`src/dcwe_pkg.sv`:
```
// shared types, widths and constants of the dctcp window estimator
package dcwe_pkg;

    // field and state widths
    localparam int WIN_W     = 32;
    localparam int CNT_W     = 27;
    localparam int ALPHA_W   = 17;
    localparam int MSS_W     = 14;
    localparam int MUL_B_W   = 17;
    localparam int PROD_W    = WIN_W + MUL_B_W;
    localparam int QUO_W     = 17;
    localparam int STEP_W    = 5;
    localparam int ALPHA_SUM_W = ALPHA_W + 4;

    // fixed values
    localparam logic [CNT_W-1:0]   CNT_MAX        = '1;
    localparam logic [ALPHA_W-1:0] ALPHA_ONE      = 17'h10000;
    localparam logic [WIN_W-1:0]   LAST_WIN_RESET = 32'd3000;
    localparam logic [MSS_W-1:0]   MSS_RESET      = 14'd1500;
    localparam logic [ALPHA_W:0]   CUT_BASE       = 18'h20000;
    localparam logic [STEP_W-1:0]  MUL_STEPS      = 5'd17;
    localparam logic [STEP_W-1:0]  DIV_STEPS      = 5'd17;

    // request codes
    localparam logic REQ_ACK  = 1'b0;
    localparam logic REQ_DROP = 1'b1;

    typedef struct packed {
        logic             req_type;
        logic             ece_flag;
        logic [WIN_W-1:0] cwnd_in;
        logic [WIN_W-1:0] ssthresh_in;
    } t_req;

    typedef struct packed {
        logic               [WIN_W-1:0] cwnd_out;
        logic               [WIN_W-1:0] ssthresh_out;
        logic                           window_update;
        logic             [ALPHA_W-1:0] alpha_out;
    } t_rsp;

    typedef struct packed {
        logic              done;
        logic [PROD_W-1:0] prod;
    } t_mul_rsp;

    typedef struct packed {
        logic             done;
        logic [QUO_W-1:0] quo;
    } t_div_rsp;

    typedef enum logic [2:0] {
        S_IDLE,
        S_CMP_GO,
        S_CMP_WAIT,
        S_DIV_GO,
        S_DIV_WAIT,
        S_CUT_GO,
        S_CUT_WAIT,
        S_EMIT
    } t_state;

endpackage

```
`src/dctcp_window_estimator.sv`:
```
// top level of the dctcp window estimator: control, state and result register
//
//  channel  direction  handshake            payload
//  request  in         i_valid / o_ready    i_req  (dcwe_pkg::t_req)
//  result   out        o_valid / i_ready    o_rsp  (dcwe_pkg::t_rsp)
//  config   in         i_cfg_we             i_cfg_data (mss, 14 bits)
//
// drop: accept goes straight to the emit state, then to the result register. ack inside a
// window: the 17-step serial multiply of acked count by mss. ack at window end: that
// multiply, the 17-step q16 division and, when the new alpha is nonzero, a second
// 17-step multiply for the window cut, all through single-bit serial units.
// one item is worked at a time; a new item is taken while the last result
// still waits in the output register, and a finished item holds only when
// that register is still full. reset is synchronous, with no clearing pass.
module dctcp_window_estimator (
    input  logic                          i_clk,
    input  logic                          i_rst_n,
    input  logic                          i_valid,
    output logic                          o_ready,
    input  dcwe_pkg::t_req                i_req,
    output logic                          o_valid,
    input  logic                          i_ready,
    output dcwe_pkg::t_rsp                o_rsp,
    input  logic                          i_cfg_we,
    input  logic [dcwe_pkg::MSS_W-1:0]    i_cfg_data
);

    dcwe_pkg::t_state r_state, n_state;

    // estimator state
    logic [dcwe_pkg::MSS_W-1:0]   r_mss;
    logic [dcwe_pkg::CNT_W-1:0]   r_acked, n_acked;
    logic [dcwe_pkg::CNT_W-1:0]   r_marked, n_marked;
    logic [dcwe_pkg::ALPHA_W-1:0] r_alpha, n_alpha;
    logic [dcwe_pkg::WIN_W-1:0]   r_last_win, n_last_win;

    // working item
    logic [dcwe_pkg::WIN_W-1:0]   r_cwnd, n_cwnd;
    logic [dcwe_pkg::WIN_W-1:0]   r_ssth, n_ssth;
    logic                         r_upd, n_upd;

    // result register
    logic                         r_out_valid, n_out_valid;
    dcwe_pkg::t_rsp               r_out, n_out;

    // serial units
    logic                           w_mul_start;
    logic [dcwe_pkg::WIN_W-1:0]     w_mul_a;
    logic [dcwe_pkg::MUL_B_W-1:0]   w_mul_b;
    dcwe_pkg::t_mul_rsp             w_mul;
    logic                           w_div_start;
    dcwe_pkg::t_div_rsp             w_div;

    logic                             w_accept;
    logic                             w_emit;
    logic                             w_win_end;
    logic [dcwe_pkg::CNT_W-1:0]       w_acked_inc;
    logic [dcwe_pkg::CNT_W-1:0]       w_marked_inc;
    logic [dcwe_pkg::WIN_W-1:0]       w_half;
    logic [dcwe_pkg::WIN_W-1:0]       w_two_mss;
    logic [dcwe_pkg::ALPHA_SUM_W-1:0] w_alpha_sum;
    logic [dcwe_pkg::ALPHA_W-1:0]     w_alpha_new;
    logic [dcwe_pkg::WIN_W-1:0]       w_cut;
    logic [dcwe_pkg::WIN_W-1:0]       w_cut_floor;

    assign o_ready  = (r_state == dcwe_pkg::S_IDLE);
    assign w_accept = i_valid && o_ready;
    assign w_emit   = (r_state == dcwe_pkg::S_EMIT) && (!r_out_valid || i_ready);
    assign o_valid  = r_out_valid;
    assign o_rsp    = r_out;

    // saturating counters and drop threshold
    assign w_acked_inc  = (r_acked == dcwe_pkg::CNT_MAX) ? r_acked : r_acked + 1'b1;
    assign w_marked_inc = (r_marked == dcwe_pkg::CNT_MAX) ? r_marked : r_marked + 1'b1;
    assign w_half       = {1'b0, i_req.cwnd_in[dcwe_pkg::WIN_W-1:1]};
    assign w_two_mss    = dcwe_pkg::WIN_W'({r_mss, 1'b0});

    // window end: acked * mss reached the last window
    assign w_win_end = (w_mul.prod >= dcwe_pkg::PROD_W'(r_last_win));

    // alpha = (15 * alpha + f) / 16, clamped to one
    assign w_alpha_sum = {r_alpha, 4'b0000} - dcwe_pkg::ALPHA_SUM_W'(r_alpha)
                       + dcwe_pkg::ALPHA_SUM_W'(w_div.quo);
    assign w_alpha_new = (w_alpha_sum[dcwe_pkg::ALPHA_SUM_W-1:4] > dcwe_pkg::ALPHA_ONE)
                       ? dcwe_pkg::ALPHA_ONE : w_alpha_sum[dcwe_pkg::ALPHA_SUM_W-1:4];

    // window cut result with the one-mss floor
    assign w_cut       = w_mul.prod[dcwe_pkg::PROD_W-1:dcwe_pkg::MUL_B_W];
    assign w_cut_floor = (w_cut < dcwe_pkg::WIN_W'(r_mss)) ? dcwe_pkg::WIN_W'(r_mss) : w_cut;

    // next state
    always_comb begin
        n_state = r_state;
        case (r_state)
            dcwe_pkg::S_IDLE: begin
                if (w_accept) begin
                    n_state = (i_req.req_type == dcwe_pkg::REQ_DROP)
                            ? dcwe_pkg::S_EMIT : dcwe_pkg::S_CMP_GO;
                end
            end
            dcwe_pkg::S_CMP_GO: begin
                n_state = dcwe_pkg::S_CMP_WAIT;
            end
            dcwe_pkg::S_CMP_WAIT: begin
                if (w_mul.done) begin
                    n_state = w_win_end ? dcwe_pkg::S_DIV_GO : dcwe_pkg::S_EMIT;
                end
            end
            dcwe_pkg::S_DIV_GO: begin
                n_state = dcwe_pkg::S_DIV_WAIT;
            end
            dcwe_pkg::S_DIV_WAIT: begin
                if (w_div.done) begin
                    n_state = (w_alpha_new != '0) ? dcwe_pkg::S_CUT_GO : dcwe_pkg::S_EMIT;
                end
            end
            dcwe_pkg::S_CUT_GO: begin
                n_state = dcwe_pkg::S_CUT_WAIT;
            end
            dcwe_pkg::S_CUT_WAIT: begin
                if (w_mul.done) begin
                    n_state = dcwe_pkg::S_EMIT;
                end
            end
            dcwe_pkg::S_EMIT: begin
                if (w_emit) begin
                    n_state = dcwe_pkg::S_IDLE;
                end
            end
            default: begin
                n_state = dcwe_pkg::S_IDLE;
            end
        endcase
    end

    // unit starts and operands
    always_comb begin
        w_mul_start = 1'b0;
        w_div_start = 1'b0;
        w_mul_a     = r_cwnd;
        w_mul_b     = dcwe_pkg::MUL_B_W'(dcwe_pkg::CUT_BASE
                                          - (dcwe_pkg::ALPHA_W + 1)'(r_alpha));
        case (r_state)
            dcwe_pkg::S_CMP_GO: begin
                w_mul_start = 1'b1;
                w_mul_a     = dcwe_pkg::WIN_W'(r_acked);
                w_mul_b     = dcwe_pkg::MUL_B_W'(r_mss);
            end
            dcwe_pkg::S_DIV_GO: begin
                w_div_start = 1'b1;
            end
            dcwe_pkg::S_CUT_GO: begin
                w_mul_start = 1'b1;
            end
            default: begin
                w_mul_start = 1'b0;
            end
        endcase
    end

    // estimator state and working item
    always_comb begin
        n_acked     = r_acked;
        n_marked    = r_marked;
        n_alpha     = r_alpha;
        n_last_win  = r_last_win;
        n_cwnd      = r_cwnd;
        n_ssth      = r_ssth;
        n_upd       = r_upd;
        n_out_valid = r_out_valid && !i_ready;
        n_out       = r_out;
        case (r_state)
            dcwe_pkg::S_IDLE: begin
                if (w_accept) begin
                    n_cwnd = i_req.cwnd_in;
                    n_ssth = i_req.ssthresh_in;
                    n_upd  = 1'b0;
                    if (i_req.req_type == dcwe_pkg::REQ_DROP) begin
                        n_acked    = '0;
                        n_marked   = '0;
                        n_last_win = i_req.cwnd_in;
                        n_ssth     = (w_half > w_two_mss) ? w_half : w_two_mss;
                    end else begin
                        n_acked = w_acked_inc;
                        if (i_req.ece_flag) begin
                            n_marked = w_marked_inc;
                            if (i_req.ssthresh_in > i_req.cwnd_in) begin
                                n_ssth = i_req.cwnd_in;
                            end
                        end
                    end
                end
            end
            dcwe_pkg::S_DIV_WAIT: begin
                if (w_div.done) begin
                    n_alpha  = w_alpha_new;
                    n_acked  = '0;
                    n_marked = '0;
                    n_upd    = 1'b1;
                    if (w_alpha_new == '0) begin
                        n_last_win = r_cwnd;
                    end
                end
            end
            dcwe_pkg::S_CUT_WAIT: begin
                if (w_mul.done) begin
                    n_cwnd     = w_cut_floor;
                    n_ssth     = w_cut_floor;
                    n_last_win = w_cut_floor;
                end
            end
            dcwe_pkg::S_EMIT: begin
                if (w_emit) begin
                    n_out_valid         = 1'b1;
                    n_out.cwnd_out      = r_cwnd;
                    n_out.ssthresh_out  = r_ssth;
                    n_out.window_update = r_upd;
                    n_out.alpha_out     = r_alpha;
                end
            end
            default: begin
                n_upd = r_upd;
            end
        endcase
    end

    // registers
    always_ff @(posedge i_clk) begin
        if (!i_rst_n) begin
            r_state     <= dcwe_pkg::S_IDLE;
            r_mss       <= dcwe_pkg::MSS_RESET;
            r_acked     <= '0;
            r_marked    <= '0;
            r_alpha     <= '0;
            r_last_win  <= dcwe_pkg::LAST_WIN_RESET;
            r_out_valid <= 1'b0;
        end else begin
            r_state     <= n_state;
            if (i_cfg_we) begin
                r_mss <= i_cfg_data;
            end
            r_acked     <= n_acked;
            r_marked    <= n_marked;
            r_alpha     <= n_alpha;
            r_last_win  <= n_last_win;
            r_out_valid <= n_out_valid;
        end
        r_cwnd <= n_cwnd;
        r_ssth <= n_ssth;
        r_upd  <= n_upd;
        r_out  <= n_out;
    end

    // serial multiplier, shared by the window-end test and the window cut
    dcwe_mul u_mul (
        .i_clk   (i_clk),
        .i_rst_n (i_rst_n),
        .i_start (w_mul_start),
        .i_a     (w_mul_a),
        .i_b     (w_mul_b),
        .o_rsp   (w_mul)
    );

    // marked fraction divider
    dcwe_div u_div (
        .i_clk   (i_clk),
        .i_rst_n (i_rst_n),
        .i_start (w_div_start),
        .i_num   (r_marked),
        .i_den   (r_acked),
        .o_rsp   (w_div)
    );

`ifndef SYNTH
    // marked packets never outnumber acked ones, so the fraction stays within one
    a_marked_le_acked: assert property (@(posedge i_clk) disable iff (!i_rst_n)
        r_marked <= r_acked)
        else $error("marked count above acked count");

    // alpha never exceeds one
    a_alpha_range: assert property (@(posedge i_clk) disable iff (!i_rst_n)
        r_alpha <= dcwe_pkg::ALPHA_ONE)
        else $error("alpha above one");

    // multiplier finishes only where the sequencer waits for it
    a_mul_done_state: assert property (@(posedge i_clk) disable iff (!i_rst_n)
        w_mul.done |-> (r_state == dcwe_pkg::S_CMP_WAIT || r_state == dcwe_pkg::S_CUT_WAIT))
        else $error("multiplier done outside a wait state");

    // divider finishes only where the sequencer waits for it
    a_div_done_state: assert property (@(posedge i_clk) disable iff (!i_rst_n)
        w_div.done |-> (r_state == dcwe_pkg::S_DIV_WAIT))
        else $error("divider done outside its wait state");

    // a drop goes straight to the result
    a_drop_direct: assert property (@(posedge i_clk) disable iff (!i_rst_n)
        (w_accept && i_req.req_type == dcwe_pkg::REQ_DROP) |=> (r_state == dcwe_pkg::S_EMIT))
        else $error("drop item did not go to emit");
`endif

endmodule

```
`src/dcwe_mul.sv`:
```
// bit-serial shift-add multiplier, one multiplier bit per cycle, msb first
module dcwe_mul (
    input  logic                             i_clk,
    input  logic                             i_rst_n,
    input  logic                             i_start,
    input  logic      [dcwe_pkg::WIN_W-1:0]  i_a,
    input  logic      [dcwe_pkg::MUL_B_W-1:0] i_b,
    output dcwe_pkg::t_mul_rsp               o_rsp
);

    logic [dcwe_pkg::WIN_W-1:0]   r_a, n_a;
    logic [dcwe_pkg::MUL_B_W-1:0] r_b, n_b;
    logic [dcwe_pkg::PROD_W-1:0]  r_acc, n_acc;
    logic [dcwe_pkg::STEP_W-1:0]  r_cnt, n_cnt;
    logic                         r_busy, n_busy;
    logic                         r_done, n_done;

    // one horner step per cycle
    always_comb begin
        n_a    = r_a;
        n_b    = r_b;
        n_acc  = r_acc;
        n_cnt  = r_cnt;
        n_busy = r_busy;
        n_done = 1'b0;
        if (i_start) begin
            n_a    = i_a;
            n_b    = i_b;
            n_acc  = '0;
            n_cnt  = dcwe_pkg::MUL_STEPS;
            n_busy = 1'b1;
        end else if (r_busy) begin
            n_acc = {r_acc[dcwe_pkg::PROD_W-2:0], 1'b0}
                  + (r_b[dcwe_pkg::MUL_B_W-1] ? dcwe_pkg::PROD_W'(r_a)
                                               : {dcwe_pkg::PROD_W{1'b0}});
            n_b   = {r_b[dcwe_pkg::MUL_B_W-2:0], 1'b0};
            n_cnt = r_cnt - 1'b1;
            if (r_cnt == 5'd1) begin
                n_busy = 1'b0;
                n_done = 1'b1;
            end
        end
    end

    // control with reset, datapath without
    always_ff @(posedge i_clk) begin
        if (!i_rst_n) begin
            r_busy <= 1'b0;
            r_done <= 1'b0;
        end else begin
            r_busy <= n_busy;
            r_done <= n_done;
        end
        r_a   <= n_a;
        r_b   <= n_b;
        r_acc <= n_acc;
        r_cnt <= n_cnt;
    end

    assign o_rsp.done = r_done;
    assign o_rsp.prod = r_acc;

endmodule

```
`src/dcwe_div.sv`:
```
// restoring divider for the q16 marked fraction, one quotient bit per cycle
module dcwe_div (
    input  logic                            i_clk,
    input  logic                            i_rst_n,
    input  logic                            i_start,
    input  logic     [dcwe_pkg::CNT_W-1:0]  i_num,
    input  logic     [dcwe_pkg::CNT_W-1:0]  i_den,
    output dcwe_pkg::t_div_rsp              o_rsp
);

    logic [dcwe_pkg::CNT_W:0]    r_rem, n_rem;
    logic [dcwe_pkg::CNT_W-1:0]  r_den, n_den;
    logic [dcwe_pkg::QUO_W-1:0]  r_quo, n_quo;
    logic [dcwe_pkg::STEP_W-1:0] r_cnt, n_cnt;
    logic                        r_first, n_first;
    logic                        r_busy, n_busy;
    logic                        r_done, n_done;
    logic [dcwe_pkg::CNT_W:0]    w_trial;
    logic                        w_ge;

    // numerator never exceeds the denominator, so the remainder fits one extra bit
    assign w_trial = r_first ? r_rem : {r_rem[dcwe_pkg::CNT_W-1:0], 1'b0};
    assign w_ge    = (w_trial >= {1'b0, r_den});

    // one compare and subtract per cycle
    always_comb begin
        n_rem   = r_rem;
        n_den   = r_den;
        n_quo   = r_quo;
        n_cnt   = r_cnt;
        n_first = r_first;
        n_busy  = r_busy;
        n_done  = 1'b0;
        if (i_start) begin
            n_rem   = {1'b0, i_num};
            n_den   = i_den;
            n_quo   = '0;
            n_cnt   = dcwe_pkg::DIV_STEPS;
            n_first = 1'b1;
            n_busy  = 1'b1;
        end else if (r_busy) begin
            n_rem   = w_ge ? (w_trial - {1'b0, r_den}) : w_trial;
            n_quo   = {r_quo[dcwe_pkg::QUO_W-2:0], w_ge};
            n_first = 1'b0;
            n_cnt   = r_cnt - 1'b1;
            if (r_cnt == 5'd1) begin
                n_busy = 1'b0;
                n_done = 1'b1;
            end
        end
    end

    // control with reset, datapath without
    always_ff @(posedge i_clk) begin
        if (!i_rst_n) begin
            r_busy <= 1'b0;
            r_done <= 1'b0;
        end else begin
            r_busy <= n_busy;
            r_done <= n_done;
        end
        r_rem   <= n_rem;
        r_den   <= n_den;
        r_quo   <= n_quo;
        r_cnt   <= n_cnt;
        r_first <= n_first;
    end

    assign o_rsp.done = r_done;
    assign o_rsp.quo  = r_quo;

endmodule

```
`config.mk`:
```
export PLATFORM = sky130hd
export DESIGN_NAME = dctcp_window_estimator
export DESIGN_NICKNAME = d
export VERILOG_FILES = /design/src/dcwe_pkg.sv /design/src/dctcp_window_estimator.sv /design/src/dcwe_mul.sv /design/src/dcwe_div.sv
export SDC_FILE = /design/constraint.sdc
export NUM_CORES = 1
export LEC_CHECK = 0
export BUFFER_PORTS_ARGS = -buffer_cell sky130_fd_sc_hd__buf_2
export CORE_UTILIZATION = 55
export DETAILED_ROUTE_END_ITERATION = 8
export GPL_TIMING_DRIVEN = 0
export HOLD_SLACK_MARGIN = 0.05
export PLACE_DENSITY = 0.73
export SLEW_MARGIN = 20
export SYNTH_ARGS = -nofsm -noshare
export SYNTH_HDL_FRONTEND = slang
export SYNTH_HIERARCHICAL = 1
export SYNTH_SLANG_ARGS = --single-unit
```
`constraint.sdc`:
```
create_clock -name i_clk -period 7.4 [get_ports i_clk]
set_input_delay 0.74 -clock i_clk [delete_from_list [all_inputs] [get_ports i_clk]]
set_output_delay 0.74 -clock i_clk [all_outputs]
set_load 0.01 [all_outputs]
```
### Yosys cells after proc, flatten, opt, wreduce, memory -nomap -nowiden

Index checks and enable logic that the tools add are counted.

* register bits: 453
* input bits: 85
* output and inout bits: 84
* word-level logic and storage cells: 152

* add/subtract/negate cells: 9
* $lt $le $gt $ge: 6
* equal/unequal tests: 21
* multiplexer cells: 59
* bitwise gates (word level): 3
* reduce and logical (&&, ||, !) cells: 25

Operator list (number)
* 32-bit 2-to-1 mux: 12
* 27-bit 2-to-1 mux: 11
* 32-bit one-hot mux with 2 select lines: 2
* 27-bit one-hot mux with 2 select lines: 2
* 32-bit one-hot mux with 3 select lines: 1
* 17-bit 2-to-1 mux: 4
* 28-bit 2-to-1 mux: 2
* 27-bit by 1-bit adder with 27-bit output (second input constant): 2
* 27-bit equality test (second input constant): 2
* 49-bit adder: 1
* 49-bit by 32-bit greater-or-equal comparator with 1-bit output: 1
* 32-bit greater-than comparator: 1
* 32-bit by 14-bit < comparator with 1-bit output: 1
* 31-bit by 15-bit greater-than comparator with 1-bit output: 1
* 31-bit 2-to-1 mux: 1
* 28-bit by 27-bit greater-or-equal comparator with 1-bit output: 1
* 28-bit by 27-bit subtractor with 28-bit output: 1
* 3-bit one-hot mux with 8 select lines: 1
* 21-bit by 17-bit adder with 21-bit output: 1
* 3-bit 2-to-1 mux: 7
* 21-bit by 17-bit subtractor with 21-bit output: 1
* 17-bit greater-than comparator (second input constant): 1
* 17-bit zero test: 1
* 17-bit nonzero test: 1
* other kinds (27): 64

### Depth between registers and ports, before layout

Gate-level depths: netlist of the first run.

* word-level depth: 8
* gate-level depth with buffers: 15
* gate-level depth less buffers: 13

### Cells and area by module

The synthesis of the first run kept the hierarchy.

Modules (own cells, without submodules)
* dctcp_window_estimator: times used 1, cells an instance 1824, area each 16841.2 µm², sequential area each 6836.6 µm²
* dcwe_mul: times used 1, cells an instance 608, area each 5893.2 µm², sequential area each 2592.5 µm²
* dcwe_div: times used 1, cells an instance 532, area each 5109.9 µm², sequential area each 2142.1 µm²

### Worst setup path before layout of the first run

Ideal clock, no wire load.

* path type: reg-to-reg
* from: register r_state[2]
* to: register r_out (netlist bit o_rsp[0]) (enable)
* arrival time: 4.403 ns
* data required time: 6.875 ns
* setup slack: 2.473 ns
* stages on the path, launching flop included: 5
* period minus slack after synthesis: 4.927 ns
* cell sequence: dfxtp_1 -> clkbuf_1 -> clkbuf_1 -> nand3_1 -> nor2_1

* word-level cells in the longest chain between the ends: 3

Ends and longest elaborated chain
* start, declared: line dctcp_window_estimator.sv:28 `dcwe_pkg::t_state r_state, n_state;`
* start signal, assigned: line dctcp_window_estimator.sv:230 `r_state <= dcwe_pkg::S_IDLE;`
* start signal, assigned: line dctcp_window_estimator.sv:238 `r_state <= n_state;`
* 3-bit equality test (*): line dctcp_window_estimator.sv:68, dctcp_window_estimator.sv:172
* 1-bit logical AND: line dctcp_window_estimator.sv:68 `assign w_emit = (r_state == dcwe_pkg::S_EMIT) && (!r_out_valid || i_ready);`
* 2-bit AND reduction (no source line) (*)
* end signal, assigned: line dctcp_window_estimator.sv:251 `r_out <= n_out;`
* end, declared: line dctcp_window_estimator.sv:44 `dcwe_pkg::t_rsp r_out, n_out;`

Mark *: on every way between the ends. The rest lies on a longest branch, timed or not.
A chain may end at the register's enable or synchronous reset.

### Final worst setup path of the first run

* from: register r_alpha[8] (netlist bit)
* to: register r_last_win[12] (netlist bit)

* word-level cells in the longest chain between the ends: 7

Ends and longest elaborated chain
* start, declared: line dctcp_window_estimator.sv:34 `logic [dcwe_pkg::ALPHA_W-1:0] r_alpha, n_alpha;`
* start signal, assigned: line dctcp_window_estimator.sv:244 `r_alpha <= n_alpha;`
* 21-bit by 17-bit subtractor with 21-bit output (*): line dctcp_window_estimator.sv:82 `assign w_alpha_sum = {r_alpha, 4'b0000} - dcwe_pkg::ALPHA_SUM_W'(r_alpha)`
* 21-bit by 17-bit adder with 21-bit output (*): line dctcp_window_estimator.sv:83 `+ dcwe_pkg::ALPHA_SUM_W'(w_div.quo);`
* 17-bit greater-than comparator: line dctcp_window_estimator.sv:84 `assign w_alpha_new = (w_alpha_sum[dcwe_pkg::ALPHA_SUM_W-1:4] > dcwe_pkg::ALPHA_ONE)`
* 17-bit 2-to-1 mux (*): line dctcp_window_estimator.sv:85 `? dcwe_pkg::ALPHA_ONE : w_alpha_sum[dcwe_pkg::ALPHA_SUM_W-1:4];`
* 17-bit zero test (*): line dctcp_window_estimator.sv:200 `if (w_alpha_new == '0) begin`
* 2-bit != test (no source line) (*)
* 6-bit AND reduction (no source line) (*)
* end signal, assigned: line dctcp_window_estimator.sv:235 `r_last_win <= dcwe_pkg::LAST_WIN_RESET;`
* end signal, assigned: line dctcp_window_estimator.sv:245 `r_last_win <= n_last_win;`
* end, declared: line dctcp_window_estimator.sv:35 `logic [dcwe_pkg::WIN_W-1:0] r_last_win, n_last_win;`

Marked as above.

==> metrics.txt, run 1 <==
max_slew headroom=37.7%; vias in the first global route=23315; distinct cell type count after synthesis=92; RSZ-0062 raised after global routing=false; Worst setup SP type=flip-flop; Layout Skew=0.0269 ns; DR vias/cell=6.22; Comb pwr share=42.7%; number of port buffers=168; Die Area=51500 um2; power share of the clock group=22.9%; P per Cell Area=348 nW/um2; Sequential Power Share=34.4%; CP endpoint kind=flip-flop; DRC viols=0; Clock Latency Late Sink=0.62 ns; starting density of the core=55.6%; Tcrit/Tclk final=69.8%; global placement routability congestion=0.983; Seq/Total Area, Yosys=41.6%; Hold Path Class=in -> reg; capture point of the worst reg-to-reg path=r_last_win[12]$_SDFFE_PN0P_; post-synthesis async set-or-reset flop share=0%; max frequency=193 MHz; post-detail-place hpwl=69.0 mm; NetSw=4.43 mW; setup bufs post-CTS=0; DIE HEIGHT=227 um; initial antenna violation count=4; r2r setup slk=2.23 ns; Synth Flop Type=edfxtp_1; Reg2Reg Launch Point=r_alpha[8]$_SDFFE_PN0P_; largest net degree at the start of global routing=47; synthesized cell area=27800 um2; I/O pin count=169; Sw Share=40.7%; number of synthesis warnings=6; synthesized flop and latch total=453; Pint=6.46 mW; Post-DRT Antenna Nets=0; Synth top area share=27.0%; actual slew at the worst max-slew pin=0.932 ns; TNS Setup=0 ns; total CTS buffers=50; Hold Path End=r_mss[8]$_SDFFE_PN1P_; H-tree Lvls=2; number of synthesized flops with an enable pin=250; CTS root buf=clkbuf_16; max cap viols=0; Multi-input gate area=14800 um2; final WL=89.9 mm; Worst Reg-to-Reg Cells=15; Syn Nets=3244; Synth area leaders=edfxtp_1, dfxtp_1, ha_1; Crit Path Max Fanout=10; data arrival time of the worst path=5.72 ns; cts repair resizes=0; final hold viol count=0; post-layout util=62.6%; Synth area leader=edfxtp_1; most frequent cell after synthesis=nor2_1; synth cell count leaders=nor2_1, edfxtp_1, inv_1, nand2_1, dfxtp_1; Core Area=50100 um2; via count=24314; Hold Crit Depth=3; cell count after synthesis=2964; CTS Hold Bufs=0; Final Setup Violations=0; outcome=complete, no violations; static leakage=12.3 nW; area taken by flip-flops and latches=11600 um2; Starting DRT DRC Count=2392; GRT Util Overall=34.6%; grt total ovfl=0; hold path start=i_cfg_data[8]; first-pass GRT wire length=135 mm; CTS tree=built; fillers=4301; WL/cell=23.0 um; Die Span X=227 um; Final min period=5.17 ns; clk buf depth=3; Num Clock Sinks=453; syn avg cell area=9.39 um2; area growth from synthesis to layout=12.6%; clock-pin slew on the worst setup and hold paths=0.06 ns; Final #Nets=3470; VDD IR max=0.184 mV; layout cell share with drive strength beyond 1=12.3%; Pre-antenna DRT Iters=6; Slew Viols, Final=0; critical path type=reg -> reg; required time of the worst setup path=7.95 ns; row cnt=82
-- worst max-delay path, cell delays in order (launching register included) --
cell      delay [ns]
dfxtp_1         0.51
inv_1           0.16
fa_1            0.55
inv_1           0.04
ha_1            0.26
clkbuf_1        0.37
nand4_1         0.22
or4_1           0.49
nor4_1          0.35
nor4_1          0.16
xnor2_1         0.38
nand2_1         0.16
nor4_4          0.75
buf_2           0.39
nand4_1         0.16
o211ai_1        0.13
-- state kept, by name (all words and copies together) (netlist names) --
signal	flops
u_div/r_done	1
r_mss	14
u_mul/r_b	17
u_div/r_first	1
u_mul/r_a	32
u_div/r_cnt	5
u_mul/r_acc	49
r_cwnd	32
r_last_win	32
r_state	3
u_mul/r_busy	1
u_mul/r_cnt	5
o_rsp	82
u_mul/r_done	1
o_valid	1
u_div/r_den	27
u_div/r_rem	28
r_ssth	32
r_acked	27
u_div/r_quo	17
u_div/r_busy	1
r_upd	1
r_alpha	17
r_marked	27
-- per-stage QoR --
step / std cells / area [um2] / worst slack, ns / hold slack (ns) / power [mW]
4_1_cts: 3904 / 31300 / 2.35 / 0.367 / 10.8
2_1_floorplan: 2964 / 27800 / 2.47 / 0.400 / 6.86
3_3_place_gp: 3804 / 29500 / 0.143 / 0.404 / 8.14
3_5_place_dp: 3810 / 29700 / 2.40 / 0.405 / 8.28
6_report: 3909 / 31300 / 2.23 / 0.372 / 10.9
5_1_grt: 3904 / 31300 / 2.03 / 0.387 / 11.4
-- worst max-delay path by stage --
stage,slack [ns],from,cells after the start,end
2_1_floorplan,2.47,r_state[2]$_SDFFE_PN0P_,4,o_rsp[0]$_DFFE_PP_
3_3_place_gp,0.14,r_state[2]$_SDFFE_PN0P_,4,o_rsp[45]$_DFFE_PP_
3_5_place_dp,2.40,r_alpha[9]$_SDFFE_PN0P_,15,r_last_win[12]$_SDFFE_PN0P_
4_1_cts,2.35,r_alpha[9]$_SDFFE_PN0P_,15,r_last_win[29]$_SDFFE_PN0P_
5_1_grt,2.03,r_alpha[9]$_SDFFE_PN0P_,15,r_last_win[29]$_SDFFE_PN0P_
6_report,2.23,r_alpha[8]$_SDFFE_PN0P_,15,r_last_win[12]$_SDFFE_PN0P_
-- power by group through the flow --
stage | Combinational, mW | Clock [mW] | Sequential [mW]
6_report | 4.65 | 2.49 | 3.75
5_1_grt | 5.06 | 2.61 | 3.77
4_1_cts | 4.55 | 2.51 | 3.73
3_5_place_dp | 4.50 | 0 | 3.78
3_3_place_gp | 4.36 | 0 | 3.78
2_1_floorplan | 3.36 | 0 | 3.49
-- final cells by class --
type                       count  area share, %
timing repair buffer         174           3.19
buffer                       158           2.10
clock buffer                  68           4.43
multi-input combinational   2141           47.4
antenna                        5         0.0399
tap                          672           2.68
clock inverter                26          0.723
sequential                   453           36.9
inverter                     212           2.54
-- layer usage --
metal	global-route usage, %	vias up	share of wire [%]
li1	-	11293	-
met1	44.2	11601	40
met5	0	-	0.014
met3	4.78	277	7.3
met2	56.7	1141	46
met4	19.3	2	6.0
-- cells in the final DEF (no fill, tap or decap), types with 59 or more instances in the layout --
cell type / synthesis / layout
nand3_1: 93 / 93
edfxtp_1: 250 / 250
inv_1: 210 / 210
a21oi_1: 173 / 173
o21ai_0: 145 / 145
ha_1: 180 / 180
clkbuf_1: 117 / 129
nor3_1: 59 / 59
nand2_1: 205 / 205
buf_2: 10 / 178
mux2_2: 78 / 78
dfxtp_1: 203 / 203
nand4_1: 59 / 59
xnor2_1: 72 / 72
mux2i_1: 107 / 107
a21o_1: 65 / 65
nor2_1: 263 / 261
-- cells by family (layout without fill, tap and decap cells) --
logic type	Yosys count	count (layout)	share of synthesized area, %
AND/OR/NAND/NOR	927	927	16.5
buffers and inverters	370	638	5.23
other	0	5	0
multiplexers	185	185	7.00
AO/OA/AOI/OAI	714	714	16.8
flip-flops	453	453	41.6
XOR/XNOR	120	120	3.77
adder cells (fa/ha/maj)	195	195	9.17
(Power assumes the default switching activity.)
==> run 2, diff against run 1 <==
--- a/config.mk
+++ b/config.mk
@@ -10,7 +10,7 @@
 export DETAILED_ROUTE_END_ITERATION = 8
 export GPL_TIMING_DRIVEN = 0
 export HOLD_SLACK_MARGIN = 0.05
-export PLACE_DENSITY = 0.73
+export PLACE_DENSITY = 0.76
 export SLEW_MARGIN = 20
 export SYNTH_ARGS = -nofsm -noshare
 export SYNTH_HDL_FRONTEND = slang
==> constraint.sdc (replaced) <==
create_clock -name i_clk -period 4.2 [get_ports i_clk]
set_input_delay 0.42 -clock i_clk [delete_from_list [all_inputs] [get_ports i_clk]]
set_output_delay 0.42 -clock i_clk [all_outputs]
set_load 0.01 [all_outputs]
==> run 2 against run 1 <==
Net effect: count of clock-buffer cells in the layout shrank 7; register-to-register slack lost 2.1 ns; critical path depth shrank 1.
==> metrics.txt, run 2 (synthesis gave the netlist of run 1 again) <==
outcome=complete, no violations; vias in the first global route=23881 (+2.4%); max cap viols=0 (unchanged); Tcrit/Tclk final=96.8% (+27 points); Die Area=51500 um2 (unchanged); grt total ovfl=0 (unchanged); Final Setup Violations=0 (unchanged); post-detail-place hpwl=69.3 mm (+0.42%); Num Clock Sinks=453 (unchanged); fillers=4115 (-4.3%); met2 wire length=43.0 mm (+3.4%); area post-placement=29700 um2 (unchanged); H-tree Lvls=2 (unchanged); Layout Skew=0.0258 ns (-0.00115 ns); Final min period=4.06 ns (-1.11 ns); most frequent cells in the layout=nor2_1, edfxtp_1, inv_1, nand2_1, dfxtp_1; met1 WL=37.2 mm (+2.4%); area growth from synthesis to layout=14.6%; data arrival time of the worst path=4.61 ns (-1.11 ns); Post-DRT Antenna Nets=0 (unchanged); first-pass GRT wire length=139 mm (+2.9%); total CTS buffers=50 (unchanged); met3 wire length=7.18 mm (+9.3%); GRT Util Overall=35.6% (+0.94 points); DR vias/cell=6.37 (+2.4%); RSZ-0062 raised after global routing=true; Final #Nets=3481 (+0.32%); final hold viol count=0 (unchanged); CTS root buf=clkbuf_16; required time of the worst setup path=4.75 ns (-3.20 ns); Hold Path Class=in -> reg; global placement routability congestion=0.947 (-3.7%); VDD IR max=0.351 mV (+90%); row cnt=82 (unchanged); Core Area=50100 um2 (unchanged); Slew Viols, Final=0 (unchanged); CTS tree=built; Max Used Layer=met5; static leakage=12.5 nW (+1.9%); most common cell after layout, fill and taps aside=nor2_1; DRC viols=0 (unchanged); max frequency=246 MHz (+27%); DIE HEIGHT=227 um (unchanged); I/O pin count=169 (unchanged); actual slew at the worst max-slew pin=0.952 ns (+0.0201 ns); clock-pin slew on the worst setup and hold paths=0.06 ns (about the same); starting density of the core=55.6% (unchanged); P per Cell Area=633 nW/um2 (+82%); Starting DRT DRC Count=2637 (+10%); critical path type=reg -> reg; largest net degree at the start of global routing=46 (-2.1%); Clock Latency Late Sink=0.61 ns (about the same); max_slew headroom=36.1% (-1.6 points); final WL=92.6 mm (+3.0%); Multi-input gate area=15100 um2 (+1.7%); Worst setup SP type=flip-flop; Largest register FFs=82 (unchanged); Pre-antenna DRT Iters=6 (unchanged); initial antenna violation count=3 (-1); via count=24941 (+2.6%); WL/cell=23.6 um (+2.8%); Final Total Pwr=20.2 mW (+85%); Crit Path Max Fanout=10 (unchanged); CP endpoint kind=flip-flop; area taken by flip-flops and latches=11600 um2 (+0.18%); layout cell share with drive strength beyond 1=14.6% (+2.3 points); Die Span X=227 um (unchanged); cell area after layout=31900 um2 (+1.8%); clk buf depth=3 (unchanged); number of port buffers=168 (unchanged)
## run 2: cell types whose count changed in the layout (fill, tap and decap cells not counted), sizes merged
cell | before | now
clkbuf | 186 | 174
buf | 214 | 224
bufinv | 3 | 8
dlygate4sd3 | 0 | 5
diode | 5 | 2
inv | 213 | 215
clkinv | 19 | 18
clkinvlp | 3 | 2
nor2 | 263 | 264
## run 2: metal layers
metal,vias up,track usage [%]
met5,-,0
met4,2,18.2
met3,308,6.10
met2,1291,58.3
met1,12030,45.2
li1,11310,-
## run 2: power by group
part           internal (mW)  switching, mW
registers               5.67          0.958
clock network           2.83           1.93
logic                   3.56           5.25
## run 2: worst paths after layout
kind / slack [ns] / from / cells after the start / end
max: 0.14 / u_mul/r_b[16]$_DFFE_PP_ / 14 / u_mul/r_acc[47]$_SDFFE_PP0P_
max reg2reg: 0.14 / u_mul/r_b[16]$_DFFE_PP_ / 14 / u_mul/r_acc[47]$_SDFFE_PP0P_
min: 0.08 / i_cfg_data[3] / 3 / r_mss[3]$_SDFFE_PN1P_
min reg2reg: 0.42 / r_ssth[10]$_DFFE_PP_ / 0 / o_rsp[28]$_DFFE_PP_
## run 2: area by class of cell
| class | instances | area share [%] |
|---|---|---|
| Buffer | 152 | 2.10 |
| Timing Repair Buffer | 190 | 3.58 |
| Antenna cell | 2 | 0.0157 |
| Sequential cell | 453 | 36.3 |
| Clock buffer | 61 | 4.31 |
| Tap cell | 672 | 2.63 |
| Multi-Input combinational cell | 2142 | 47.3 |
| Clock inverter | 31 | 1.22 |
| Inverter | 212 | 2.49 |
## run 2: stage by stage
step	setup TNS (ns)	setup slack (ns)	hold WS (ns)	utilization, %	std cells
2_1_floorplan	0	0.227	0.400	-	2964
3_3_place_gp	-291.96	-1.17	0.406	59.0	3804
3_5_place_dp	-46.82	-0.782	0.405	59.3	3810
4_1_cts	0	0.00676	0.0528	63.2	3909
5_1_grt	-0.111	-0.0251	0.0641	63.7	3913
6_report	0	0.136	0.0778	63.8	3915
## run 2: timing repair
item	CTS	global route
buffers inserted	7	4
setup endpoints to repair	70	102
gates cloned	0	1
resized for setup	24	62
hold buffers	5	0
hold endpoints to repair	5	0
pin swaps	4	11
## run 2: worst max-delay path: stages, from the launching register on
cell      delay [ns]
edfxtp_1        0.58
clkbuf_2        0.25
and2_1          0.18
ha_1            0.17
inv_1           0.05
fa_1            0.39
nand2b_1        0.19
a21oi_1         0.30
o21ai_1         0.22
a311oi_2        0.50
a41o_1          0.26
a21oi_2         0.08
buf_2           0.22
or4_1           0.52
nand3_1         0.09
